===== src/hdl/button_debounce_autorepeat_assert.svh =====
// Assertion helpers for the asserting file of the debouncer.
`ifndef BUTTON_DEBOUNCE_AUTOREPEAT_ASSERT_SVH
`define BUTTON_DEBOUNCE_AUTOREPEAT_ASSERT_SVH

// Same-cycle implication, disabled while in reset.
`define BDA_ASSERT_IMP(label, clk, rst_n, ante, cons) \
    label: assert property (@(posedge clk) disable iff (!rst_n) (ante) |-> (cons)) \
        else $error("bda assertion failed");

// Next-cycle implication, disabled while in reset.
`define BDA_ASSERT_NEXT(label, clk, rst_n, ante, cons) \
    label: assert property (@(posedge clk) disable iff (!rst_n) (ante) |=> (cons)) \
        else $error("bda assertion failed");

`endif


===== src/hdl/bda_pkg.sv =====
package bda_pkg;

    localparam int CMD_W    = 2;
    localparam int PIN_W    = 6;
    localparam int IDX_W    = 3;
    localparam int STATUS_W = 2;
    localparam int CNT_W    = 8;
    localparam int CFG_IDX_W  = 2;
    localparam int CFG_DATA_W = 8;

    localparam logic [CNT_W-1:0] DEBOUNCE_TICKS_RST = 8'd5;
    localparam logic [CNT_W-1:0] REPEAT_FIRST_RST   = 8'd50;
    localparam logic [CNT_W-1:0] REPEAT_RELOAD_RST  = 8'd37;
    localparam logic [PIN_W-1:0] REPEAT_MASK_RST    = '0;

    typedef enum logic [CMD_W-1:0] {
        CMD_TICK  = 2'd0,
        CMD_QUERY = 2'd1,
        CMD_FLUSH = 2'd2,
        CMD_NOP   = 2'd3
    } cmd_t;

    typedef enum logic [CFG_IDX_W-1:0] {
        REG_REPEAT_MASK   = 2'd0,
        REG_DEBOUNCE      = 2'd1,
        REG_REPEAT_FIRST  = 2'd2,
        REG_REPEAT_RELOAD = 2'd3
    } cfg_reg_t;

    typedef enum logic [1:0] {
        PH_COUNT     = 2'd0,
        PH_PRESSED   = 2'd1,
        PH_PROCESSED = 2'd2,
        PH_STILL     = 2'd3
    } phase_t;

    localparam logic [STATUS_W-1:0] ST_NONE    = 2'd0;
    localparam logic [STATUS_W-1:0] ST_PRESSED = 2'd1;
    localparam logic [STATUS_W-1:0] ST_STILL   = 2'd2;

    typedef struct packed {
        logic tick;
        logic query_hit;
        logic flush;
        logic pin_high;
        logic rep_en;
    } lane_step_t;

    typedef struct packed {
        logic [CNT_W-1:0] debounce_ticks;
        logic [CNT_W-1:0] repeat_first;
        logic [CNT_W-1:0] repeat_reload;
    } lane_cfg_t;

    typedef struct packed {
        logic                pressed;
        logic [STATUS_W-1:0] status;
    } lane_out_t;

endpackage


===== src/hdl/bda_if.sv =====
interface bda_in_if;
    logic                          valid;
    logic                          ready;
    logic [bda_pkg::CMD_W-1:0]     command;
    logic [bda_pkg::PIN_W-1:0]     pin_levels;
    logic [bda_pkg::IDX_W-1:0]     button_index;

    modport source (output valid, output command, output pin_levels, output button_index,
                    input ready);
    modport sink   (input valid, input command, input pin_levels, input button_index,
                    output ready);
endinterface

interface bda_out_if;
    logic                          valid;
    logic                          ready;
    logic [bda_pkg::STATUS_W-1:0]  status;
    logic [bda_pkg::PIN_W-1:0]     pressed_mask;

    modport source (output valid, output status, output pressed_mask, input ready);
    modport sink   (input valid, input status, input pressed_mask, output ready);
endinterface


===== src/hdl/bda_lane.sv =====
module bda_lane (
    input  logic                clk,
    input  logic                rst_n,
    input  logic                enable,
    input  bda_pkg::lane_step_t step,
    input  bda_pkg::lane_cfg_t  cfg,
    input  logic                clear_repeat,
    output bda_pkg::lane_out_t  result
);
    import bda_pkg::*;

    phase_t           phase_reg, phase_next;
    logic [CNT_W-1:0] deb_reg, deb_next;
    logic [CNT_W-1:0] rep_reg, rep_next;
    logic [CNT_W:0]   deb_inc;
    logic [CNT_W-1:0] rep_inc;
    logic [STATUS_W-1:0] status;

    assign deb_inc = {1'b0, deb_reg} + {{CNT_W{1'b0}}, 1'b1};
    assign rep_inc = rep_reg + {{(CNT_W-1){1'b0}}, 1'b1};

    always_comb
    begin
        phase_next = phase_reg;
        deb_next   = deb_reg;
        rep_next   = rep_reg;
        status     = ST_NONE;
        if (enable)
        begin
            priority if (step.flush)
            begin
                phase_next = PH_PROCESSED;
            end
            else if (step.query_hit)
            begin
                if (phase_reg == PH_PRESSED)
                begin
                    phase_next = PH_STILL;
                    status     = ST_PRESSED;
                end
                else if (phase_reg == PH_STILL)
                begin
                    status = ST_STILL;
                end
            end
            else if (step.tick && phase_reg != PH_PRESSED)
            begin
                if (step.pin_high)
                begin
                    phase_next = PH_COUNT;
                    deb_next   = '0;
                    rep_next   = '0;
                end
                else
                begin
                    unique case (phase_reg)
                        PH_COUNT:
                        begin
                            if (deb_inc >= {1'b0, cfg.debounce_ticks})
                            begin
                                phase_next = PH_PRESSED;
                                deb_next   = '0;
                            end
                            else
                            begin
                                deb_next = deb_inc[CNT_W-1:0];
                            end
                        end
                        PH_PROCESSED, PH_STILL:
                        begin
                            if (step.rep_en)
                            begin
                                if (rep_inc == cfg.repeat_first)
                                begin
                                    rep_next   = cfg.repeat_reload;
                                    phase_next = PH_PRESSED;
                                end
                                else
                                begin
                                    rep_next = rep_inc;
                                end
                            end
                        end
                        default:
                        begin
                            phase_next = phase_reg;
                        end
                    endcase
                end
            end
        end
        if (clear_repeat)
        begin
            rep_next = '0;
        end
    end

    always_ff @(posedge clk or negedge rst_n)
    begin
        if (!rst_n)
        begin
            phase_reg <= PH_COUNT;
            deb_reg   <= '0;
            rep_reg   <= '0;
        end
        else
        begin
            phase_reg <= phase_next;
            deb_reg   <= deb_next;
            rep_reg   <= rep_next;
        end
    end

    assign result.pressed = (phase_next == PH_PRESSED);
    assign result.status  = status;

endmodule


===== src/hdl/bda_merge.sv =====
module bda_merge #(
    parameter int NUM_BUTTONS = 6
) (
    input  logic               clk,
    input  logic               rst_n,
    input  logic               accept,
    input  bda_pkg::lane_out_t lane_out [NUM_BUTTONS],
    output logic               can_take,
    bda_out_if.source          out_ch
);
    import bda_pkg::*;

    logic                out_valid_reg;
    logic [STATUS_W-1:0] status_reg, status_next;
    logic [PIN_W-1:0]    mask_reg, mask_next;

    // Only the queried lane reports a nonzero status, so an OR picks it.
    always_comb
    begin
        status_next = ST_NONE;
        for (int i = 0; i < NUM_BUTTONS; i++)
        begin
            status_next = status_next | lane_out[i].status;
        end
    end

    always_comb
    begin
        mask_next = '0;
        for (int i = 0; i < PIN_W; i++)
        begin
            if (i < NUM_BUTTONS)
            begin
                mask_next[i] = lane_out[i].pressed;
            end
        end
    end

    assign can_take = !out_valid_reg || out_ch.ready;

    always_ff @(posedge clk or negedge rst_n)
    begin
        if (!rst_n)
        begin
            out_valid_reg <= 1'b0;
        end
        else if (can_take)
        begin
            out_valid_reg <= accept;
        end
    end

    always_ff @(posedge clk)
    begin
        if (accept)
        begin
            status_reg <= status_next;
            mask_reg   <= mask_next;
        end
    end

    assign out_ch.valid        = out_valid_reg;
    assign out_ch.status       = status_reg;
    assign out_ch.pressed_mask = mask_reg;

endmodule


===== src/hdl/button_debounce_autorepeat.sv =====
// A result is valid on the output register in the cycle after its transfer.
// Throughput: one item per cycle unless the output stalls; buttons update in
// parallel, and the output register takes a new result as its old one leaves.
// Reset (rst_n low, asynchronous): every button counting with zero counts, output
// empty, registers at mask 0, debounce 5, repeat first 50, repeat reload 37.
module button_debounce_autorepeat #(
    parameter int NUM_BUTTONS = 6
) (
    input  logic                            clk,
    input  logic                            rst_n,
    bda_in_if.sink                          in_ch,
    bda_out_if.source                       out_ch,
    input  logic                            cfg_we,
    input  logic [bda_pkg::CFG_IDX_W-1:0]   cfg_index,
    input  logic [bda_pkg::CFG_DATA_W-1:0]  cfg_data
);
    import bda_pkg::*;

    // Configuration registers.
    logic [PIN_W-1:0] repeat_mask_reg;
    lane_cfg_t        cfg_reg;
    logic             clear_repeat;

    // Any write to the enable mask also wipes every repeat counter.
    assign clear_repeat = cfg_we && (cfg_index == REG_REPEAT_MASK);

    always_ff @(posedge clk or negedge rst_n)
    begin
        if (!rst_n)
        begin
            repeat_mask_reg       <= REPEAT_MASK_RST;
            cfg_reg.debounce_ticks <= DEBOUNCE_TICKS_RST;
            cfg_reg.repeat_first   <= REPEAT_FIRST_RST;
            cfg_reg.repeat_reload  <= REPEAT_RELOAD_RST;
        end
        else if (cfg_we)
        begin
            unique case (cfg_index)
                REG_REPEAT_MASK:   repeat_mask_reg        <= cfg_data[PIN_W-1:0];
                REG_DEBOUNCE:      cfg_reg.debounce_ticks <= cfg_data;
                REG_REPEAT_FIRST:  cfg_reg.repeat_first   <= cfg_data;
                REG_REPEAT_RELOAD: cfg_reg.repeat_reload  <= cfg_data;
                default:           repeat_mask_reg        <= repeat_mask_reg;
            endcase
        end
    end

    // Input handshake: take a transfer whenever the output register can move.
    logic accept;
    logic can_take;
    logic is_tick, is_query, is_flush;

    assign in_ch.ready = can_take;
    assign accept      = in_ch.valid && can_take;

    assign is_tick  = (in_ch.command == CMD_TICK);
    assign is_query = (in_ch.command == CMD_QUERY);
    assign is_flush = (in_ch.command == CMD_FLUSH);

    // One lane per button. Buttons without a pin bit see a pushed pin, and
    // only buttons covered by the mask field can auto-repeat.
    lane_out_t lane_out [NUM_BUTTONS];

    for (genvar i = 0; i < NUM_BUTTONS; i++)
    begin : g_lane
        lane_step_t step;
        logic       pin_high;
        logic       rep_en;
        logic       hit;

        if (i < PIN_W)
        begin : g_pin
            assign pin_high = in_ch.pin_levels[i];
            assign rep_en   = repeat_mask_reg[i];
        end
        else
        begin : g_nopin
            assign pin_high = 1'b0;
            assign rep_en   = 1'b0;
        end

        if (i < (1 << IDX_W))
        begin : g_idx
            assign hit = (in_ch.button_index == IDX_W'(i));
        end
        else
        begin : g_noidx
            assign hit = 1'b0;
        end

        assign step.tick      = is_tick;
        assign step.query_hit = is_query && hit;
        assign step.flush     = is_flush;
        assign step.pin_high  = pin_high;
        assign step.rep_en    = rep_en;

        bda_lane u_lane (
            .clk          (clk),
            .rst_n        (rst_n),
            .enable       (accept),
            .step         (step),
            .cfg          (cfg_reg),
            .clear_repeat (clear_repeat),
            .result       (lane_out[i])
        );
    end

    // Gather status and the fresh-press mask into the output register.
    bda_merge #(
        .NUM_BUTTONS (NUM_BUTTONS)
    ) u_merge (
        .clk      (clk),
        .rst_n    (rst_n),
        .accept   (accept),
        .lane_out (lane_out),
        .can_take (can_take),
        .out_ch   (out_ch)
    );

    // Checks.
`include "button_debounce_autorepeat_assert.svh"

    `BDA_ASSERT_NEXT(a_accept_gives_result, clk, rst_n, accept, out_ch.valid)
    `BDA_ASSERT_NEXT(a_nonquery_status_zero, clk, rst_n, accept && !is_query,
                     out_ch.status == ST_NONE)
    `BDA_ASSERT_NEXT(a_flush_clears_mask, clk, rst_n, accept && is_flush,
                     out_ch.pressed_mask == '0)
    `BDA_ASSERT_IMP(a_status_code_valid, clk, rst_n, out_ch.valid,
                    out_ch.status <= ST_STILL)

endmodule


===== src/flat_wrapper.sv =====
// flat-port wrapper written by rule: the top's interface ports become plain ports
module button_debounce_autorepeat_flat import bda_pkg::*;
#(
    parameter int NUM_BUTTONS = 6
)
  (clk, rst_n, cfg_we, cfg_index, cfg_data, in_ch_valid, in_ch_command, in_ch_pin_levels, in_ch_button_index, in_ch_ready, out_ch_valid, out_ch_status, out_ch_pressed_mask, out_ch_ready);
  bda_in_if in_ch_i ();
  bda_out_if out_ch_i ();
  input  logic clk;
  input  logic rst_n;
  input  logic cfg_we;
  input  logic [bda_pkg::CFG_IDX_W-1:0] cfg_index;
  input  logic [bda_pkg::CFG_DATA_W-1:0] cfg_data;
  input wire logic [$bits(in_ch_i.valid)-1:0] in_ch_valid;
  input wire logic [$bits(in_ch_i.command)-1:0] in_ch_command;
  input wire logic [$bits(in_ch_i.pin_levels)-1:0] in_ch_pin_levels;
  input wire logic [$bits(in_ch_i.button_index)-1:0] in_ch_button_index;
  output wire logic [$bits(in_ch_i.ready)-1:0] in_ch_ready;
  output wire logic [$bits(out_ch_i.valid)-1:0] out_ch_valid;
  output wire logic [$bits(out_ch_i.status)-1:0] out_ch_status;
  output wire logic [$bits(out_ch_i.pressed_mask)-1:0] out_ch_pressed_mask;
  input wire logic [$bits(out_ch_i.ready)-1:0] out_ch_ready;
  assign in_ch_i.valid = in_ch_valid;
  assign in_ch_i.command = in_ch_command;
  assign in_ch_i.pin_levels = in_ch_pin_levels;
  assign in_ch_i.button_index = in_ch_button_index;
  assign in_ch_ready = in_ch_i.ready;
  assign out_ch_valid = out_ch_i.valid;
  assign out_ch_status = out_ch_i.status;
  assign out_ch_pressed_mask = out_ch_i.pressed_mask;
  assign out_ch_i.ready = out_ch_ready;
  button_debounce_autorepeat #(.NUM_BUTTONS(NUM_BUTTONS)) u_core (.clk(clk), .rst_n(rst_n), .in_ch(in_ch_i), .out_ch(out_ch_i), .cfg_we(cfg_we), .cfg_index(cfg_index), .cfg_data(cfg_data));
endmodule

===== config.mk =====
export PLATFORM = sky130hd
export DESIGN_NAME = button_debounce_autorepeat_flat
export DESIGN_NICKNAME = d
export VERILOG_FILES = /design/src/hdl/bda_pkg.sv /design/src/hdl/bda_if.sv /design/src/hdl/bda_lane.sv /design/src/hdl/bda_merge.sv /design/src/hdl/button_debounce_autorepeat.sv /design/src/flat_wrapper.sv
export VERILOG_INCLUDE_DIRS = /design/src /design/src/hdl
export SDC_FILE = /design/constraint.sdc
export NUM_CORES = 1
export LEC_CHECK = 0
export BUFFER_PORTS_ARGS = -buffer_cell sky130_fd_sc_hd__buf_2
export CORE_ASPECT_RATIO = 2
export CORE_MARGIN = 8
export CORE_UTILIZATION = 62
export CTS_CLUSTER_DIAMETER = 50
export DETAILED_ROUTE_END_ITERATION = 10
export PLACE_DENSITY = 0.78
export SYNTH_ARGS = -nofsm -noshare
export SYNTH_HDL_FRONTEND = slang
export SYNTH_SLANG_ARGS = --single-unit

===== constraint.sdc =====
create_clock -name clk -period 4.1 [get_ports clk]
set_clock_uncertainty 0.2 [all_clocks]
set_input_delay 0.41 -clock clk [delete_from_list [all_inputs] [get_ports clk]]
set_output_delay 0.41 -clock clk [all_outputs]
set_load 0.02 [all_outputs]

* Word-level counts from Yosys, hierarchy flattened
Index checks and enable logic that the tools add are counted.
Storage, ports and cells: bits in latches 0, RAM bits 0, memories kept 0, word-level logic and storage cells 342, output and inout port bits 10, memory bits (read-only) 0, bits in registers 147
Operators by class: muxes and demuxes 162, $mul 0, equality and inequality tests 53, reductions and logical operators 72, $lt $le $gt $ge 6, shift operators 0, add/subtract/negate cells 12, divide/modulo/power cells 0, bitwise gates (word level) 12
Operator list (number):
- 2-to-1 mux 8 bit | 72
- 2-to-1 mux 2 bit | 84
- adder 8 x 1 -> 9 bit (second input constant) | 6
- >= comparator 9 x 8 -> 1 bit | 6
- adder 8 x 1 -> 8 bit (second input constant) | 6
- == test 8 bit | 6
- AND reduction 6 bit | 6
- nonzero test 3 bit | 12
- == test 2 bit (second input constant) | 15
- AND reduction 5 bit | 6
- == test 2 x 1 -> 1 bit (second input constant) | 14
- != test 2 x 1 -> 1 bit (second input constant) | 13
- nonzero test 2 bit | 13
- case mux 2 bit (2 select lines) | 6
- logical NOT 2 bit | 8
- logical AND 1 bit | 14
- OR reduction 2 bit | 6
- OR 2 bit | 5
- AND reduction 2 bit | 4
- NOT 1 bit | 7
- == test 3 x 2 -> 1 bit (second input constant) | 2
- == test 3 bit (second input constant) | 2
- == test 3 x 1 -> 1 bit (second input constant) | 1
- logical NOT 3 bit | 1
- other kinds (2) | 2

* Depth between registers and ports, before layout
depth in word-level cells 11, depth in mapped cells 12, depth with buffers taken out 12

* Modules after synthesis
A second synthesis with hierarchy kept.
Unflattened totals: cell total of the unflattened synthesis 1267, area, all modules 11258.3 µm²
Modules (own cells, without submodules):
- bda_lane at u_core.g_lane[1].u_lane ... | cells each 203, seq. area each 450.4 µm², times used 3, area each 1614.0 µm²
- bda_lane at u_core.g_lane[4].u_lane | cells each 197, seq. area each 450.4 µm², times used 1, area each 1706.6 µm²
- bda_lane at u_core.g_lane[5].u_lane | cells each 187, seq. area each 450.4 µm², times used 1, area each 1607.8 µm²
- bda_lane at u_core.g_lane[0].u_lane | cells each 179, seq. area each 450.4 µm², times used 1, area each 1572.8 µm²
- button_debounce_autorepeat | cells each 78, seq. area each 760.7 µm², times used 1, area each 1223.7 µm²
- bda_merge | cells each 17, seq. area each 265.3 µm², times used 1, area each 305.3 µm²

* Least setup slack after synthesis
Ideal clock, no wire load.
kind register -> register, from reg u_core.g_lane[1].u_lane.deb_reg[0], to reg u_core.g_lane[1].u_lane.deb_reg[3], path slack 815 ps, buffers on the path 1, required time 3818 ps, stages on the path, launching flop included 13, data arrival time 3003 ps, cell sequence dfrtp_1 ha_1 and3_1 clkbuf_1 and3_1 xor2_1 ha_1 a41o_1 a21oi_1 o211ai_1 nor3_1 a21oi_1 a31oi_1
On the way: word-level cells in the longest chain between the ends 5
RTL lines:
- start: declaration | line bda_lane.sv:13 | logic [CNT_W-1:0] deb_reg, deb_next;
- start signal: assignment | line bda_lane.sv:109 | deb_reg <= deb_next;
- adder 8 x 1 -> 9 bit * | line bda_lane.sv:19 | assign deb_inc = {1'b0, deb_reg} + {{CNT_W{1'b0}}, 1'b1};
- >= comparator 9 x 8 -> 1 bit | line bda_lane.sv:59 | if (deb_inc >= {1'b0, cfg.debounce_ticks})
- 2-to-1 mux 8 bit * | line bda_lane.sv:59
- 2-to-1 mux 8 bit * | line bda_lane.sv:56 | unique case (phase_reg)
- 2-to-1 mux 8 bit * | line bda_lane.sv:48 | if (step.pin_high)
Every way passes the cells marked *; elsewhere a longest branch is shown, timed or not. The select of a mux whose other input is x is not followed. A chain may end at the register's enable or synchronous reset.

* Final worst setup path
from reg u_core.g_lane[4].u_lane.deb_reg[0], to reg u_core.g_lane[4].u_lane.deb_reg[0]
On the way: word-level cells in the longest chain between the ends 5
RTL lines (line):
- start: declaration | bda_lane.sv:13
- start signal: assignment | bda_lane.sv:109
- adder 8 x 1 -> 9 bit * | bda_lane.sv:19
- >= comparator 9 x 8 -> 1 bit | bda_lane.sv:59
- 2-to-1 mux 8 bit * | bda_lane.sv:59
- 2-to-1 mux 8 bit * | bda_lane.sv:56
- 2-to-1 mux 8 bit * | bda_lane.sv:48
Marks and branches as above.

==> flow_summary.rst <==
.. list-table::
   :header-rows: 1

   * - Metric
     - Value
   * - Number of search-and-repair iterations in the first detailed-routing pass
     - 5
   * - Area of all placed cells without fillers
     - 11470 sq um
   * - Synth Cell Area
     - 10490 sq um
   * - Number of enable flip-flop cells after synthesis
     - 8
   * - Routed length per instance
     - around 21 um
   * - Part of the cycle the worst path needs
     - 0.8491
   * - CTS clk-pin slew, worst paths
     - 0.06 ns
   * - # clock sinks
     - 147
   * - Sum of routed wire length over all layers
     - 29370 um
   * - Worst vdd ir
     - between 300 and 400 uV
   * - Die boundary width
     - 108.0 um
   * - Leading cell types by count after synthesis
     - dfrtp_1 (131), nand2_1 (113), xnor2_1 (61)
   * - Kind of critical path
     - flop to flop
   * - Per-instance average area after synthesis
     - approximately 9.2 sq um
   * - Placed Cells
     - 1342
   * - Endpoint class of the critical path
     - flop
   * - Placed Area
     - 10830 sq um
   * - Post-route worst hold slack
     - 0.04494 ns
   * - Required time at the endpoint of the critical path
     - 4.25 ns
   * - Starting Density
     - 0.6286
   * - Input/output buffers
     - 35
   * - Most instantiated library cell after synthesis
     - dfrtp_1
   * - Largest buffer count on any clock path
     - 2
   * - Post-layout minimum cycle time
     - 3.481 ns
   * - Post-detailed-placement half-perimeter wirelength
     - 21250 um
   * - Global-route wire length before repair
     - roughly 47000 um
   * - Placer's final routability congestion estimate
     - 0.8862
   * - Number of buffers added for setup after CTS
     - 0
   * - Dominant cells by area after synthesis
     - dfrtp_1 (31%), ha_1 (7.2%), xnor2_1 (5.1%), nand2_1 (4.0%), xor2_1 (2.8%)
   * - Post-synthesis register bit count
     - ~150
   * - Detailed Route Iter0 Violations
     - 532
   * - Source-to-sink clock delay at the later pin of the worst-skew pair
     - approximately 0.44 ns
   * - Setup Total Neg Slack
     - 0 ns
   * - Max-cap check violation count
     - 0
   * - Number of global-route vias before repair
     - 9509
   * - Number of failing setup endpoints in the final timing report
     - 0
   * - Area share of the largest cell type after synthesis
     - 0.3126
   * - Cell count after synthesis
     - 1142
   * - Total congestion overflow
     - 0
   * - Largest net degree at the start of global routing
     - 71
   * - Startpoint Class
     - flop
   * - Most common flop cell mapped by yosys
     - dfrtp_1
   * - Root buffer selected by CTS
     - clkbuf_16
   * - Post-route insts no fill
     - between 1000 and 1500
   * - Synth Area in XOR/XNOR
     - 0.08376
   * - Max_slew headroom
     - 0.4231
   * - Die Footprint
     - 21580 sq um
   * - Net count of the finished layout
     - 1241
   * - Count of unresolved DRC violations after routing
     - 0
   * - Largest family of logic cells by synthesized area
     - simple AND/OR/NAND/NOR gates
   * - Total power after layout
     - approximately 4500 uW
   * - Number of hold-slack violations in the final timing report
     - 0
   * - Gr usage total
     - 0.2802
   * - Max-slew violation count
     - 0
   * - Number of synthesis warnings
     - 0
   * - Critical Path Fanout Max
     - 8
   * - Unrepaired setup endpoints after global routing
     - false
   * - Basic-gate share of the synthesized area counting and, or, nand and nor cells
     - 0.2053
   * - Via count
     - 9411
   * - Core Rows
     - 67
   * - Maximum level of the CTS H-tree
     - 4
   * - Number of distinct library cells after synthesis
     - 77
   * - Worst-margin pin slew
     - 0.8635 ns
   * - Yosys top cell by area
     - dfrtp_1
   * - Multiplexer area fraction after synthesis
     - 0.04498
   * - Power Dens Cells
     - slightly below 400 nW/um^2
   * - Initial antenna violation count
     - 0
   * - Arrival time of the worst setup path
     - 3.64 ns
   * - Post-detailed-route count of antenna-violating nets
     - 0
   * - Leakage dissipation
     - ~0.0052 uW
   * - Vertical extent of the die
     - 199.9 um
   * - Area Overhead vs Synth
     - 9.403%
   * - Post-synthesis sequential area ratio
     - 0.3556
   * - Fraction of final layout cells with drive strength greater than 1
     - 0.1199
   * - Core footprint
     - roughly 17000 sq um
   * - Synth async-reset ratio
     - 0.9456
   * - Outcome
     - finished clean
   * - Adder-Cell Fraction of Synth Area
     - 0.07159
   * - Number of CTS-inserted buffers
     - 17
   * - Synthesized net count
     - 1228
   * - Max Freq
     - 287.2 MHz
   * - Number of diodes
     - 0
   * - Worst min path class
     - input pin to flop
   * - CTS tree
     - yes
   * - Ports placed on the boundary
     - 36
   * - Detail-routed via count per cell
     - about 6.8
   * - Share of the synthesized area in compound gates (AO/OA/AOI/OAI)
     - 0.2045
## what timing repair did
| item | CTS | global route |
|---|---|---|
| hold buffers | 1 | 0 |
| gates resized for setup | 0 | 0 |
| endpoints found under the setup margin | 0 | 0 |
| hold endpoints to repair | 68 | 0 |
## final cells by class
type	count	area [sq um]
multi-input cells	903	6409
fillers	1360	5210
flip-flops and latches	147	3729
clock buffers	19	442.9
repair buffers	49	301.5
well taps	207	259.0
clock inverters	13	192.7
inverters	37	138.9
## cells in the final DEF (no fill, tap or decap), types with 17 or more instances in the layout
| master | count |
|---|---|
| xor2_1 | 34 |
| mux2i_1 | 19 |
| o211ai_1 | 20 |
| a32oi_1 | 23 |
| and3_1 | 27 |
| nand3_1 | 58 |
| dfrtp_1 | 131 |
| xnor2_1 | 61 |
| nand2_1 | 113 |
| or3_1 | 18 |
| buf_2 | 34 |
| nor2b_1 | 19 |
| a21o_1 | 24 |
| a22o_1 | 20 |
| clkbuf_16 | 17 |
| o21ai_0 | 55 |
| a21oi_1 | 35 |
| mux2_2 | 25 |
| nand2b_1 | 23 |
| nor2_1 | 44 |
| o31ai_1 | 17 |
| inv_1 | 37 |
| nand4_1 | 17 |
| ha_1 | 60 |
| a211o_1 | 17 |
## report_power, final
group,internal (uW),leakage (uW),switching (uW)
registers,1590,0.00190,242
clock network,1050,0.000314,680
logic,404,0.00296,486
total,3040,0.00518,1410
## final timing paths
path | start | end | slack [ns] | depth (start not counted)
worst max-delay path | u_core.g_lane[4].u_lane.deb_reg[0] | u_core.g_lane[4].u_lane.deb_reg[0] | 0.62 | 11
worst min-delay path | in_ch_valid | u_core.u_merge.out_ch.valid | 0.04 | 2
worst max register to register | u_core.g_lane[4].u_lane.deb_reg[0] | u_core.g_lane[4].u_lane.deb_reg[0] | 0.62 | 11
worst min register to register | u_core.cfg_reg[21] | u_core.cfg_reg[21] | 0.31 | 1
max in group asynchronous | rst_n | u_core.cfg_reg[9] | 2.46 | 3
min in group asynchronous | rst_n | u_core.g_lane[2].u_lane.deb_reg[6] | 0.37 | 2
## per-layer routing
metal	routed length, um	track usage	vias up
met2	15270	0.5045	362
met5	0	0	-
met4	1848	0.1848	0
li1	-	-	4299
met1	10560	0.2819	4620
met3	1691	0.05723	130
## critical path, stage by stage (launching register included)
cell     delay (ns)
dfrtp_1        0.42
ha_1           0.26
and3_1         0.24
and3_1         0.24
xor2_1         0.16
ha_1           0.32
a21oi_1        0.18
nor2b_1        0.07
a311o_1        0.32
a41o_1         0.31
or3_1          0.49
o21ai_0        0.18
## logic make-up (layout without fill, tap and decap cells)
logic type,after synthesis,after routing
and+or+nand+nor,404,404
xor gates and xnor gates,97,97
DFF,147,147
adders and majority gates,60,60
muxes,44,44
AOI/OAI and AO/OA,298,298
buffers and inverters,92,118
## stage by stage
step	utilization	worst slack, ns
final	0.6877	0.6186
after global routing	0.6877	0.4461
after CTS	0.6877	0.6276
after detailed placement	0.6490	0.6504
after global placement	0.6490	0.7745
after floorplan	-	0.8152
(Power assumes the default switching activity.)
